==> src/rtl/ptwa_pkg.sv <==
package ptwa_pkg;

    localparam int ADDR_W  = 32;
    localparam int NAME_W  = 64;
    localparam int AGE_W   = 16;
    localparam int CNT_W   = 5;
    localparam int STAT_W  = 3;
    localparam int MAX_OUT = 16;

    localparam logic [AGE_W-1:0] TTL_RESET = 16'd5000;
    localparam logic [AGE_W-1:0] AGE_MAX   = 16'hFFFF;

    typedef enum logic [1:0] {
        OP_UPSERT = 2'd0,
        OP_TICK   = 2'd1,
        OP_LIST   = 2'd2,
        OP_CLEAR  = 2'd3
    } op_t;

    typedef enum logic [STAT_W-1:0] {
        STAT_REFRESHED = 3'd0,
        STAT_INSERTED  = 3'd1,
        STAT_DROPPED   = 3'd2,
        STAT_LISTED    = 3'd3,
        STAT_EMPTY     = 3'd4
    } status_t;

    typedef struct packed {
        status_t            status;
        logic [ADDR_W-1:0]  addr;
        logic [NAME_W-1:0]  name;
        logic               last;
    } res_t;

    typedef struct packed {
        logic addr_we;
        logic name_we;
        logic age_we;
    } st_we_t;

endpackage

==> src/rtl/peer_table_with_aging_top.sv <==
// Peer table with aging: up to ENTRIES peers keyed by a 32-bit address, each with a
// packed name (low NAME_BYTES bytes kept) and a 16-bit age. One transaction on the
// slave side carries one operation in s_tuser: upsert (one result, status refreshed,
// inserted or dropped), tick (no result), list (retires peers older than ttl_ticks,
// then returns up to max_count peers in slot order, or one list-empty result) and
// clear (no result). Every operation but clear walks the table one slot at a time
// through a store with one read and one write port whose read data is registered; an
// upsert that matches stops at that slot, and a stall on the master side holds the walk.
// s_tready is low while an item is being worked on. ttl_ticks resets to 5000 and is
// written through cfg_wen/cfg_wdata; the user must write it only while the block is
// idle, as the block itself does not enforce this.
module peer_table_with_aging_top #(
    parameter int ENTRIES    = 16,
    parameter int NAME_BYTES = 8
) (
    input  logic         clk,
    input  logic         rst_n,
    input  logic         s_tvalid,
    output logic         s_tready,
    input  logic [103:0] s_tdata,   // peer_addr[31:0], peer_name[95:32], max_count[100:96]
    input  logic [1:0]   s_tuser,   // operation[1:0]
    output logic         m_tvalid,
    input  logic         m_tready,
    output logic [95:0]  m_tdata,   // out_addr[31:0], out_name[95:32]
    output logic [2:0]   m_tuser,   // status[2:0]
    output logic         m_tlast,
    input  logic         cfg_wen,
    input  logic [15:0]  cfg_wdata
);
    import ptwa_pkg::*;

    logic [AGE_W-1:0] ttl_reg;
    logic             m_tvalid_reg;
    res_t             out_reg;
    logic             res_valid;
    logic             res_ready;
    res_t             res;

    assign res_ready = !m_tvalid_reg || m_tready;

    ptwa_ctrl #(
        .ENTRIES    (ENTRIES),
        .NAME_BYTES (NAME_BYTES)
    ) u_ctrl (
        .clk       (clk),
        .rst_n     (rst_n),
        .in_valid  (s_tvalid),
        .in_ready  (s_tready),
        .in_op     (op_t'(s_tuser)),
        .in_addr   (s_tdata[31:0]),
        .in_name   (s_tdata[95:32]),
        .in_maxc   (s_tdata[100:96]),
        .ttl       (ttl_reg),
        .res_valid (res_valid),
        .res_ready (res_ready),
        .res       (res)
    );

    always_ff @(posedge clk or negedge rst_n)
    begin
        if (!rst_n)
        begin
            ttl_reg      <= TTL_RESET;
            m_tvalid_reg <= 1'b0;
        end
        else
        begin
            if (cfg_wen)
            begin
                ttl_reg <= cfg_wdata;
            end
            if (res_ready)
            begin
                m_tvalid_reg <= res_valid;
            end
        end
    end

    // output transaction register
    always_ff @(posedge clk)
    begin
        if (res_ready && res_valid)
        begin
            out_reg <= res;
        end
    end

    assign m_tvalid = m_tvalid_reg;
    assign m_tdata  = {out_reg.name, out_reg.addr};
    assign m_tuser  = out_reg.status;
    assign m_tlast  = out_reg.last;

endmodule

==> src/rtl/ptwa_store.sv <==
module ptwa_store #(
    parameter int ENTRIES = 16,
    parameter int IDX_W   = 4,
    parameter int NB_W    = 64
) (
    input  logic                        clk,
    input  logic [IDX_W-1:0]            rd_idx,
    output logic [ptwa_pkg::ADDR_W-1:0] rd_addr_reg,
    output logic [NB_W-1:0]             rd_name_reg,
    output logic [ptwa_pkg::AGE_W-1:0]  rd_age_reg,
    input  ptwa_pkg::st_we_t            we,
    input  logic [IDX_W-1:0]            wr_idx,
    input  logic [ptwa_pkg::ADDR_W-1:0] wr_addr,
    input  logic [NB_W-1:0]             wr_name,
    input  logic [ptwa_pkg::AGE_W-1:0]  wr_age
);
    import ptwa_pkg::*;

    logic [ADDR_W-1:0] addr_mem [ENTRIES];
    logic [NB_W-1:0]   name_mem [ENTRIES];
    logic [AGE_W-1:0]  age_mem  [ENTRIES];

    always_ff @(posedge clk)
    begin
        if (we.addr_we)
        begin
            addr_mem[wr_idx] <= wr_addr;
        end
        if (we.name_we)
        begin
            name_mem[wr_idx] <= wr_name;
        end
        if (we.age_we)
        begin
            age_mem[wr_idx] <= wr_age;
        end
        rd_addr_reg <= addr_mem[rd_idx];
        rd_name_reg <= name_mem[rd_idx];
        rd_age_reg  <= age_mem[rd_idx];
    end

endmodule

==> src/rtl/ptwa_ctrl.sv <==
module ptwa_ctrl #(
    parameter int ENTRIES    = 16,
    parameter int NAME_BYTES = 8
) (
    input  logic                        clk,
    input  logic                        rst_n,
    input  logic                        in_valid,
    output logic                        in_ready,
    input  ptwa_pkg::op_t               in_op,
    input  logic [ptwa_pkg::ADDR_W-1:0] in_addr,
    input  logic [ptwa_pkg::NAME_W-1:0] in_name,
    input  logic [ptwa_pkg::CNT_W-1:0]  in_maxc,
    input  logic [ptwa_pkg::AGE_W-1:0]  ttl,
    output logic                        res_valid,
    input  logic                        res_ready,
    output ptwa_pkg::res_t              res
);
    import ptwa_pkg::*;

    localparam int IDX_W = (ENTRIES > 1) ? $clog2(ENTRIES) : 1;
    localparam int NB_W  = 8 * NAME_BYTES;
    localparam logic [IDX_W-1:0] LAST_IDX = IDX_W'(ENTRIES - 1);

    typedef enum logic [1:0] {
        S_IDLE,
        S_READ,
        S_EVAL,
        S_FINISH
    } state_t;

    state_t              state_reg;
    op_t                 op_reg;
    logic [ADDR_W-1:0]   key_addr_reg;
    logic [NB_W-1:0]     key_name_reg;
    logic [CNT_W-1:0]    maxc_reg;
    logic [CNT_W-1:0]    cnt_reg;
    logic [IDX_W-1:0]    idx_reg;
    logic [IDX_W-1:0]    free_idx_reg;
    logic                free_found_reg;
    logic                held_valid_reg;
    logic [ADDR_W-1:0]   held_addr_reg;
    logic [NB_W-1:0]     held_name_reg;
    logic [ENTRIES-1:0]  active_reg;

    logic [ADDR_W-1:0]   rd_addr;
    logic [NB_W-1:0]     rd_name;
    logic [AGE_W-1:0]    rd_age;
    st_we_t              we;
    logic [IDX_W-1:0]    wr_idx;
    logic [NB_W-1:0]     wr_name;
    logic [AGE_W-1:0]    wr_age;

    logic                act;
    logic                key_hit;
    logic                expired;
    logic                step;
    logic [CNT_W-1:0]    maxc_clamped;

    ptwa_store #(
        .ENTRIES (ENTRIES),
        .IDX_W   (IDX_W),
        .NB_W    (NB_W)
    ) u_store (
        .clk         (clk),
        .rd_idx      (idx_reg),
        .rd_addr_reg (rd_addr),
        .rd_name_reg (rd_name),
        .rd_age_reg  (rd_age),
        .we          (we),
        .wr_idx      (wr_idx),
        .wr_addr     (key_addr_reg),
        .wr_name     (wr_name),
        .wr_age      (wr_age)
    );

    assign in_ready     = (state_reg == S_IDLE);
    assign act          = active_reg[idx_reg];
    assign key_hit      = act && (rd_addr == key_addr_reg);
    assign expired      = act && (rd_age > ttl);
    assign maxc_clamped = (in_maxc > CNT_W'(MAX_OUT)) ? CNT_W'(MAX_OUT) : in_maxc;

    // shared per-slot unit: one compare/increment per evaluated slot
    always_comb
    begin
        res_valid   = 1'b0;
        res.status  = STAT_EMPTY;
        res.addr    = '0;
        res.name    = '0;
        res.last    = 1'b1;
        we          = '0;
        wr_idx      = idx_reg;
        wr_name     = key_name_reg;
        wr_age      = '0;
        step        = 1'b0;
        unique case (state_reg)
            S_EVAL:
            begin
                case (op_reg)
                    OP_UPSERT:
                    begin
                        if (key_hit)
                        begin
                            res_valid  = 1'b1;
                            res.status = STAT_REFRESHED;
                            we.name_we = res_ready;
                            we.age_we  = res_ready;
                        end
                        else
                        begin
                            step = 1'b1;
                        end
                    end
                    OP_TICK:
                    begin
                        step      = 1'b1;
                        wr_age    = rd_age + AGE_W'(1);
                        we.age_we = act && (rd_age != AGE_MAX);
                    end
                    OP_LIST:
                    begin
                        if (!expired && act && (cnt_reg < maxc_reg) && held_valid_reg)
                        begin
                            // the peer held back is not the final one
                            res_valid  = 1'b1;
                            res.status = STAT_LISTED;
                            res.addr   = held_addr_reg;
                            res.name   = NAME_W'(held_name_reg);
                            res.last   = 1'b0;
                            step       = res_ready;
                        end
                        else
                        begin
                            step = 1'b1;
                        end
                    end
                    default:
                    begin
                        step = 1'b1;
                    end
                endcase
            end
            S_FINISH:
            begin
                res_valid = 1'b1;
                if (op_reg == OP_UPSERT)
                begin
                    if (free_found_reg)
                    begin
                        res.status = STAT_INSERTED;
                        wr_idx     = free_idx_reg;
                        we.addr_we = res_ready;
                        we.name_we = res_ready;
                        we.age_we  = res_ready;
                    end
                    else
                    begin
                        res.status = STAT_DROPPED;
                    end
                end
                else if (held_valid_reg)
                begin
                    res.status = STAT_LISTED;
                    res.addr   = held_addr_reg;
                    res.name   = NAME_W'(held_name_reg);
                end
            end
            default:
            begin
                res_valid = 1'b0;
            end
        endcase
    end

    always_ff @(posedge clk or negedge rst_n)
    begin
        if (!rst_n)
        begin
            state_reg      <= S_IDLE;
            active_reg     <= '0;
            op_reg         <= OP_UPSERT;
            idx_reg        <= '0;
            cnt_reg        <= '0;
            free_found_reg <= 1'b0;
            held_valid_reg <= 1'b0;
        end
        else
        begin
            unique case (state_reg)
                S_IDLE:
                begin
                    if (in_valid)
                    begin
                        op_reg         <= in_op;
                        key_addr_reg   <= in_addr;
                        key_name_reg   <= in_name[NB_W-1:0];
                        maxc_reg       <= maxc_clamped;
                        idx_reg        <= '0;
                        cnt_reg        <= '0;
                        free_found_reg <= 1'b0;
                        held_valid_reg <= 1'b0;
                        if (in_op == OP_CLEAR)
                        begin
                            active_reg <= '0;
                        end
                        else
                        begin
                            state_reg <= S_READ;
                        end
                    end
                end
                S_READ:
                begin
                    state_reg <= S_EVAL;
                end
                S_EVAL:
                begin
                    if (op_reg == OP_UPSERT && key_hit)
                    begin
                        if (res_ready)
                        begin
                            state_reg <= S_IDLE;
                        end
                    end
                    else if (step)
                    begin
                        if (op_reg == OP_UPSERT && !act && !free_found_reg)
                        begin
                            free_found_reg <= 1'b1;
                            free_idx_reg   <= idx_reg;
                        end
                        if (op_reg == OP_LIST)
                        begin
                            if (expired)
                            begin
                                active_reg[idx_reg] <= 1'b0;
                            end
                            else if (act && (cnt_reg < maxc_reg))
                            begin
                                held_valid_reg <= 1'b1;
                                held_addr_reg  <= rd_addr;
                                held_name_reg  <= rd_name;
                                cnt_reg        <= cnt_reg + CNT_W'(1);
                            end
                        end
                        if (idx_reg == LAST_IDX)
                        begin
                            state_reg <= (op_reg == OP_TICK) ? S_IDLE : S_FINISH;
                        end
                        else
                        begin
                            idx_reg   <= idx_reg + IDX_W'(1);
                            state_reg <= S_READ;
                        end
                    end
                end
                S_FINISH:
                begin
                    if (res_ready)
                    begin
                        if (op_reg == OP_UPSERT && free_found_reg)
                        begin
                            active_reg[free_idx_reg] <= 1'b1;
                        end
                        state_reg <= S_IDLE;
                    end
                end
                default:
                begin
                    state_reg <= S_IDLE;
                end
            endcase
        end
    end

endmodule

==> config.mk <==
export PLATFORM = sky130hd
export DESIGN_NAME = peer_table_with_aging_top
export DESIGN_NICKNAME = d
export VERILOG_FILES = /design/src/rtl/ptwa_pkg.sv /design/src/rtl/peer_table_with_aging_top.sv /design/src/rtl/ptwa_store.sv /design/src/rtl/ptwa_ctrl.sv
export SDC_FILE = /design/constraint.sdc
export NUM_CORES = 2
export LEC_CHECK = 0
export BUFFER_PORTS_ARGS = -buffer_cell sky130_fd_sc_hd__buf_2
export CAP_MARGIN = 15
export CORE_AREA = 2 2 605 607
export DETAILED_ROUTE_END_ITERATION = 8
export DIE_AREA = 0 0 607 609
export PLACE_DENSITY = 0.42
export RECOVER_POWER = 25
export REMOVE_ABC_BUFFERS = 1
export SLEW_MARGIN = 20
export SYNTH_ARGS = -nofsm -noshare
export SYNTH_HDL_FRONTEND = slang
export SYNTH_SLANG_ARGS = --single-unit
==> constraint.sdc <==
create_clock -name clk -period 10.8 [get_ports clk]
set_input_delay 1.08 -clock clk [delete_from_list [all_inputs] [get_ports clk]]
set_output_delay 1.08 -clock clk [all_outputs]
set_load 0.05 [all_outputs]
After elaboration in Yosys (flattened, before gate mapping)
Memory sizes are Yosys's and may differ from the RTL's. A register that Yosys moved wholly into a read port is not among the register bits.
Cells that the tools add are included.
{ "word_totals": {"ff_bits": 349, "latchBits": 0, "ramBits": 1792, "romBits": 0, "out_inout_bits": 102, "mem_count": 3} }
{ "op_classes": {"addsub": 3, "multipliers": 0, "div_mod_pow": 0, "magnitude_cmp": 7, "eq_ne": 23, "shift": 0, "mux": 81, "bitwise": 5, "reduce_logical": 33} }
{ "memory_table": {"columns": ["memory", "words", "word_bits", "read_ports", "rd_clocked_by_memory_dff", "wr", "line_no", "text"], "rows": [
  ["u_ctrl.u_store.name_mem", 16, 64, 1, 1, 1, "ptwa_store.sv:20", "logic [NB_W-1:0] name_mem [ENTRIES];"],
  ["u_ctrl.u_store.addr_mem", 16, 32, 1, 1, 1, "ptwa_store.sv:19", "logic [ADDR_W-1:0] addr_mem [ENTRIES];"],
  ["u_ctrl.u_store.age_mem", 16, 16, 1, 1, 1, "ptwa_store.sv:21", "logic [AGE_W-1:0] age_mem [ENTRIES];"]
]} }
{ "op_table": {"columns": ["op", "count"], "rows": [
  ["$pmux W99 S2", 1],
  ["$mux W16", 10],
  ["$mux W100", 1],
  ["$mux W99", 1],
  ["$mux W97", 1],
  ["$mux W96", 1],
  ["$pmux W16 S3", 1],
  ["$eq A32 B32 Y1", 1],
  ["$mux W5", 6],
  ["$mux W4", 7],
  ["$mux W1", 25],
  ["$mux W2", 9],
  ["$add A16 B1 Y16 const B", 1],
  ["$and A16 B16 Y16", 1],
  ["$gt A16 B16 Y1", 1],
  ["$ne A16 B16 Y1 const B", 1],
  ["$not A16 Y16", 1],
  ["$or A16 B16 Y16", 1],
  ["$reduce_and A5 Y1", 3],
  ["$logic_and A1 B1 Y1", 14],
  ["$ne A2 B1 Y1 const B", 7],
  ["$reduce_and A7 Y1", 2],
  ["$mux W3", 4],
  ["$ne A2 B2 Y1 const B", 6],
  ["other kinds (27)", 46]
]} }

Logic depth before layout (Yosys ltp)
{ "depth": {"depth_word": 13, "ltp_mapped": 13} }

By module
From an unflattened synthesis, not the netlist that was laid out.
{ "unflattened": {"cells_unflattened": 3898, "area_unflattened_um2": 83512.6} }
{ "modules_own_cells": {"columns": ["module", "instances", "cells_each", "area_each_um2", "seq_area_each_um2"], "rows": [
  ["ptwa_store", 1, 2912, 69300.2, 56053.8],
  ["ptwa_ctrl", 1, 848, 10510.1, 6811.5],
  ["peer_table_with_aging_top", 1, 138, 3702.3, 3434.5]
]} }

Worst setup path before layout
OpenSTA, ideal clock, no wires.
{ "synth_timing": {"path_type": "register -> register", "startpoint": "register ttl_reg[7]", "endpoint": "register u_ctrl.held_addr_reg[0], enable pin", "arrival_time_ns": 9.102, "t_required_ns": 10.112, "setup_slack_ns": 1.009, "stages_incl_launch_ff": 10, "path_buffers": 1, "synth_period_minus_slack_ns": 9.791, "cell_sequence": "dfstp_2 -> inv_1 -> ha_1 -> a41o_1 -> a21oi_1 -> nor3_1 -> or4b_1 -> buf_2 -> a31oi_1 -> nor3b_1"} }
{ "synth_between": {"elab_chain_len": 10} }
{ "synth_rtl": {"columns": ["element", "line_no", "text"], "rows": [
  ["from (decl)", "peer_table_with_aging_top.sv:32", "logic [AGE_W-1:0] ttl_reg;"],
  ["from (signal assigned)", "peer_table_with_aging_top.sv:70", "ttl_reg <= cfg_wdata;"],
  ["$gt A16 B16 Y1 (*)", "ptwa_ctrl.sv:79", "assign expired = act && (rd_age > ttl);"],
  ["$logic_and A1 B1 Y1 (*)", "ptwa_ctrl.sv:79", null],
  ["$logic_not A1 Y1", "ptwa_ctrl.sv:121", "if (!expired && act && (cnt_reg < maxc_reg) && held_valid_reg)"],
  ["$logic_and A1 B1 Y1 (3 in a row)", "ptwa_ctrl.sv:121", null],
  ["$mux W1", "ptwa_ctrl.sv:121", null],
  ["$pmux W1 S2", "ptwa_ctrl.sv:98", "case (op_reg)"],
  ["$mux W1", "ptwa_ctrl.sv:95", "unique case (state_reg)"],
  ["$reduce_and A7 Y1 (no line) (*)", null, null],
  ["to (signal assigned)", "ptwa_ctrl.sv:240", "held_addr_reg <= rd_addr;"],
  ["to (decl)", "ptwa_ctrl.sv:41", "logic [ADDR_W-1:0] held_addr_reg;"]
]} }
Mark *: on every way between the ends. The rest lies on a longest branch, timed or not.
A chain may end at the register's enable or synchronous reset.

Final worst setup path
{ "layout_timing": {"startpoint": "register u_ctrl.key_addr_reg[5]", "endpoint": "memory u_ctrl.u_store.name_mem[10][0], enable pin"} }
{ "layout_between": {"elab_chain_len": 7} }
{ "layout_rtl": {"columns": ["element", "line_no", "text"], "rows": [
  ["from (decl)", "ptwa_ctrl.sv:33", "logic [ADDR_W-1:0] key_addr_reg;"],
  ["from (signal assigned)", "ptwa_ctrl.sv:194", "key_addr_reg <= in_addr;"],
  ["$eq A32 B32 Y1", "ptwa_ctrl.sv:78", "assign key_hit = act && (rd_addr == key_addr_reg);"],
  ["$logic_and A1 B1 Y1", "ptwa_ctrl.sv:78", null],
  ["$mux W2", "ptwa_ctrl.sv:101", "if (key_hit)"],
  ["$mux W1", "ptwa_ctrl.sv:98", null],
  ["$pmux W2 S2", "ptwa_ctrl.sv:95", null],
  ["$mux W1", "ptwa_store.sv:29", "if (we.name_we)"],
  ["$mux W1 (not written as such)", "ptwa_store.sv:31", "name_mem[wr_idx] <= wr_name;"],
  ["to (decl)", "ptwa_store.sv:20", null]
]} }
Every way passes these cells.

==> PnR_summary.wiki <==
{| class="wikitable"
! Metric !! Value
|-
| Number of sinks driven by the clock tree || 2253
|-
| Final setup fails || 0
|-
| Global-route wire length before repair || 316.1 mm
|-
| Peak supply drop || 174.8 uV
|-
| Non-Filler Instances || 9030
|-
| Post-detailed-placement half-perimeter wirelength || 119.5 mm
|-
| Critical path's largest stage delay || 820 ps
|-
| Placeable Area || 363900 sq um
|-
| Site Rows || 222
|-
| Most used cell along the critical path || buf_4
|-
| Via count || 37580
|-
| Worst-Margin Slew || 1261 ps
|-
| Instance count after placement with tap cells included || 8544
|-
| Reg-to-reg startpoint || u_ctrl.key_addr_reg[5]
|-
| Violation count after the first detailed-routing iteration || 2782
|-
| Drt pass-1 iters || 5
|-
| Proportion of synthesized chip area in sequential cells || 0.7969
|-
| Port bufs || 225
|-
| Overflow left after global routing || 0
|-
| CTS tree || done
|-
| Crit share post-route || 0.5855
|-
| Starting density of the core || 0.2287
|-
| Number of instances in the synthesized netlist || 3571
|-
| Clock-pin slew reported for the worst setup and hold paths after clock tree synthesis || 60 ps
|-
| Power density normalized to cell area || 225.0 nW/um^2
|-
| Antenna violations before repair || 39
|-
| CP Depth || 10
|-
| Share of cells above drive strength 1 || 0.3018
|-
| H-tree levels || 5
|-
| Total detailed-routing wirelength || 224.6 mm
|-
| End point of the critical path || u_ctrl.u_store.name_mem[10][0]
|-
| Number of hold-repair buffers added at the cts stage || 0
|-
| Worst-path maximum fanout || 36
|-
| Highest metal layer with signal wires || met5
|-
| Yosys warning count || 0
|-
| Count of cells resized by post-cts repair || 0
|-
| # DRC || 0
|-
| GP Congestion || 0.6816
|-
| Number of buffer and inverter stages on the critical path || 2
|-
| Final critical-path required period || 6323 ps
|-
| Ordered cell list for the critical path || xor2_1 > nor4_1 > nand4_1 > nor3_1 > nand2_1 > nor2_1 > o211ai_1 > nor2_4 > buf_4 > buf_4
|-
| Crit-path slowest cell || nor2_4
|-
| Largest area contributor in the netlist || edfxtp_1
|-
| EDFF count, synth || 2093
|-
| Total count of hold-check failures in the final report || 0
|-
| Reg-to-reg endpoint || u_ctrl.u_store.name_mem[10][0]
|-
| Run status || completed
|-
| Critical path's top delay family || simple AND/OR/NAND/NOR gates
|-
| Share of async-settable or async-resettable flops after synthesis || 0.02130
|-
| Endpoint kind of the worst setup timing path || flop
|-
| Residual antenna-violating net count after detailed routing || 0
|-
| Pleak || 30.26 nW
|-
| DP Worst Slack || 4142 ps
|-
| Via-to-Cell Ratio || 4.162
|-
| Drt wl/cell || 24.87 microns
|-
| Primary flip-flop cell chosen by synthesis mapping || edfxtp_1
|-
| Worst setup SP type || flop
|-
| Final net count || 4148
|-
| Routed wire length on met3 || 8.776 mm
|-
| Number of buffers inserted by post-CTS setup repair || 0
|-
| Cells taking the most area after synthesis || edfxtp_1 76%, mux4_2 15%, dfxtp_1 2.7%
|-
| Number of flip-flops in the largest register || 1024
|-
| Die Span Y || 609 microns
|-
| Pin count of the biggest net entering global routing || 61
|-
| Depth of the worst register-to-register path || 10
|-
| Min-Delay Path Class || input pin to flop
|-
| R2R setup slack || 4480 ps
|-
| Overall global routing resource usage || 0.1200
|-
| Distinct cell type count of the synthesized netlist || 61
|-
| Number of global-route vias before repair || 40480
|-
| Area of the die || 369700 sq um
|-
| Combined area of all synthesized cells || 83200 sq um
|-
| Most common cell in the synthesized netlist || edfxtp_1
|-
| Post-synth top area share || 0.7554
|-
| Final Max Slew Viols || 0
|-
| Wire length on met1 || 99.01 mm
|-
| Filler Cell Count || 36160
|-
| Total negative setup slack || 0 ps
|-
| Boundary Pins || 229
|-
| Top cells by instance count after synthesis || 2093 x edfxtp_1, 564 x mux4_2, 112 x clkbuf_1, 112 x dfxtp_1, 94 x and3_1
|-
| Total clock buffers created by CTS || 265
|-
| Deepest clock path buffer count || 4
|-
| Horizontal die dimension || 607 microns
|-
| Launching element of the worst setup path || u_ctrl.key_addr_reg[5]
|-
| Area added between synthesis and finish || 19.02%
|-
| Worst Clk Skew || 77.98 ps
|-
| Post-synthesis sequential element count || 2253
|-
| Worst-Skew Late Latency || 880 ps
|-
| Setup ws final || 4477 ps
|-
| Register bank with the most flops || u_ctrl.u_store.name_mem
|-
| Relative slew slack || 0.1596
|-
| Worst path arrival time || 6800 ps
|-
| Regs by FF count || u_ctrl.u_store.name_mem (1024), u_ctrl.u_store.addr_mem (512), u_ctrl.u_store.age_mem (256)
|-
| RSZ-0062 raised after global routing || false
|-
| Highest clock frequency the design can meet || 158.2 MHz
|-
| Worst endpoint required time || 11280 ps
|-
| Clock Tree Root || clkbuf_16
|-
| Maxcap violations || 0
|-
| Worst Setup Path Type || flop to flop
|-
| Wire length on met2 || 111.6 mm
|-
| Average footprint of a synthesized cell || 23.30 sq um
|}
[layout make-up]
| type | count | area (sq um) | area share |
|---|---|---|---|
| flip-flops and latches | 2253 | 66310 | 0.6697 |
| multi-input cells | 1121 | 16390 | 0.1655 |
| clock buffers | 370 | 7376 | 0.07449 |
| well taps | 4816 | 6026 | 0.06085 |
| repair buffers | 324 | 1805 | 0.01823 |
| clock inverters | 107 | 970.9 | 0.009805 |
| inverters | 30 | 120.1 | 0.001213 |
| diodes | 9 | 22.52 | 0.0002274 |
[logic make-up after synthesis]
kind of cell,Yosys count,share of synthesized area
compound gates,122,0.009324
fa+ha+maj,26,0.003910
xor+xnor,43,0.004527
buf+inv,197,0.009670
flops,2253,0.7969
simple gates,358,0.02200
mux,572,0.1537
[placed cells by master, fill, tap and decap left out, types with 9 or more instances in the layout]
cell and n:
edfxtp_1 2093, mux4_2 564, clkbuf_16 273, buf_2 161, clkbuf_1 143, dfxtp_1 112
buf_4 97, and3_1 93, nand2_1 81, nor2_1 53, a21oi_1 40, dfrtp_1 39
xor2_1 38, nor2_4 33, clkinv_2 33, clkinv_1 31, o21ai_0 29, inv_1 28
ha_1 26, nand3_1 22, clkbuf_8 18, nor2b_1 13, clkinv_8 12, inv_6 10
bufinv_16 10, diode_2 9, nand4_1 9
[per-stage QoR]
| stage | utilization | power [mW] | area [sq um] | hold slack (ps) |
|---|---|---|---|---|
| 2_1_floorplan | - | 14.64 | 82510 | 385.5 |
| 3_3_place_gp | 0.2493 | 14.03 | 90700 | 388.3 |
| 3_5_place_dp | 0.2493 | 14.01 | 90720 | 388.7 |
| 4_1_cts | 0.2723 | 22.72 | 99070 | 129.1 |
| 5_1_grt | 0.2721 | 23.21 | 99010 | 326.5 |
| 6_report | 0.2721 | 22.28 | 99020 | 378.9 |
[power by group]
| group | internal (mW) | switching, mW |
|---|---|---|
| sequential | 9.87 | 0.322 |
| clock | 5.04 | 3.56 |
| combinational | 1.74 | 1.76 |
| total | 16.6 | 5.64 |
[per-layer routing]
layer  vias to the layer above  track usage
li1                      15890            -
met1                     20540       0.1604
met2                       802       0.2037
met3                       338      0.01702
met4                         4      0.03069
met5                         -            0
[worst min-delay path by stage]
stage                     cells after the start                           start                  endpoint  slack [ps]
after floorplan                               0   u_ctrl.u_store.rd_name_reg[0]   u_ctrl.held_name_reg[0]         390
after global placement                        0   u_ctrl.u_store.rd_name_reg[3]   u_ctrl.held_name_reg[3]         390
after detailed placement                      0  u_ctrl.u_store.rd_name_reg[21]  u_ctrl.held_name_reg[21]         390
after CTS                                     1                           rst_n                ttl_reg[1]         130
after global routing                          1                     s_tdata[57]   u_ctrl.key_name_reg[25]         330
final                                         1                     s_tdata[57]   u_ctrl.key_name_reg[25]         380
Note: power is estimated with default switching activity, not from simulation.
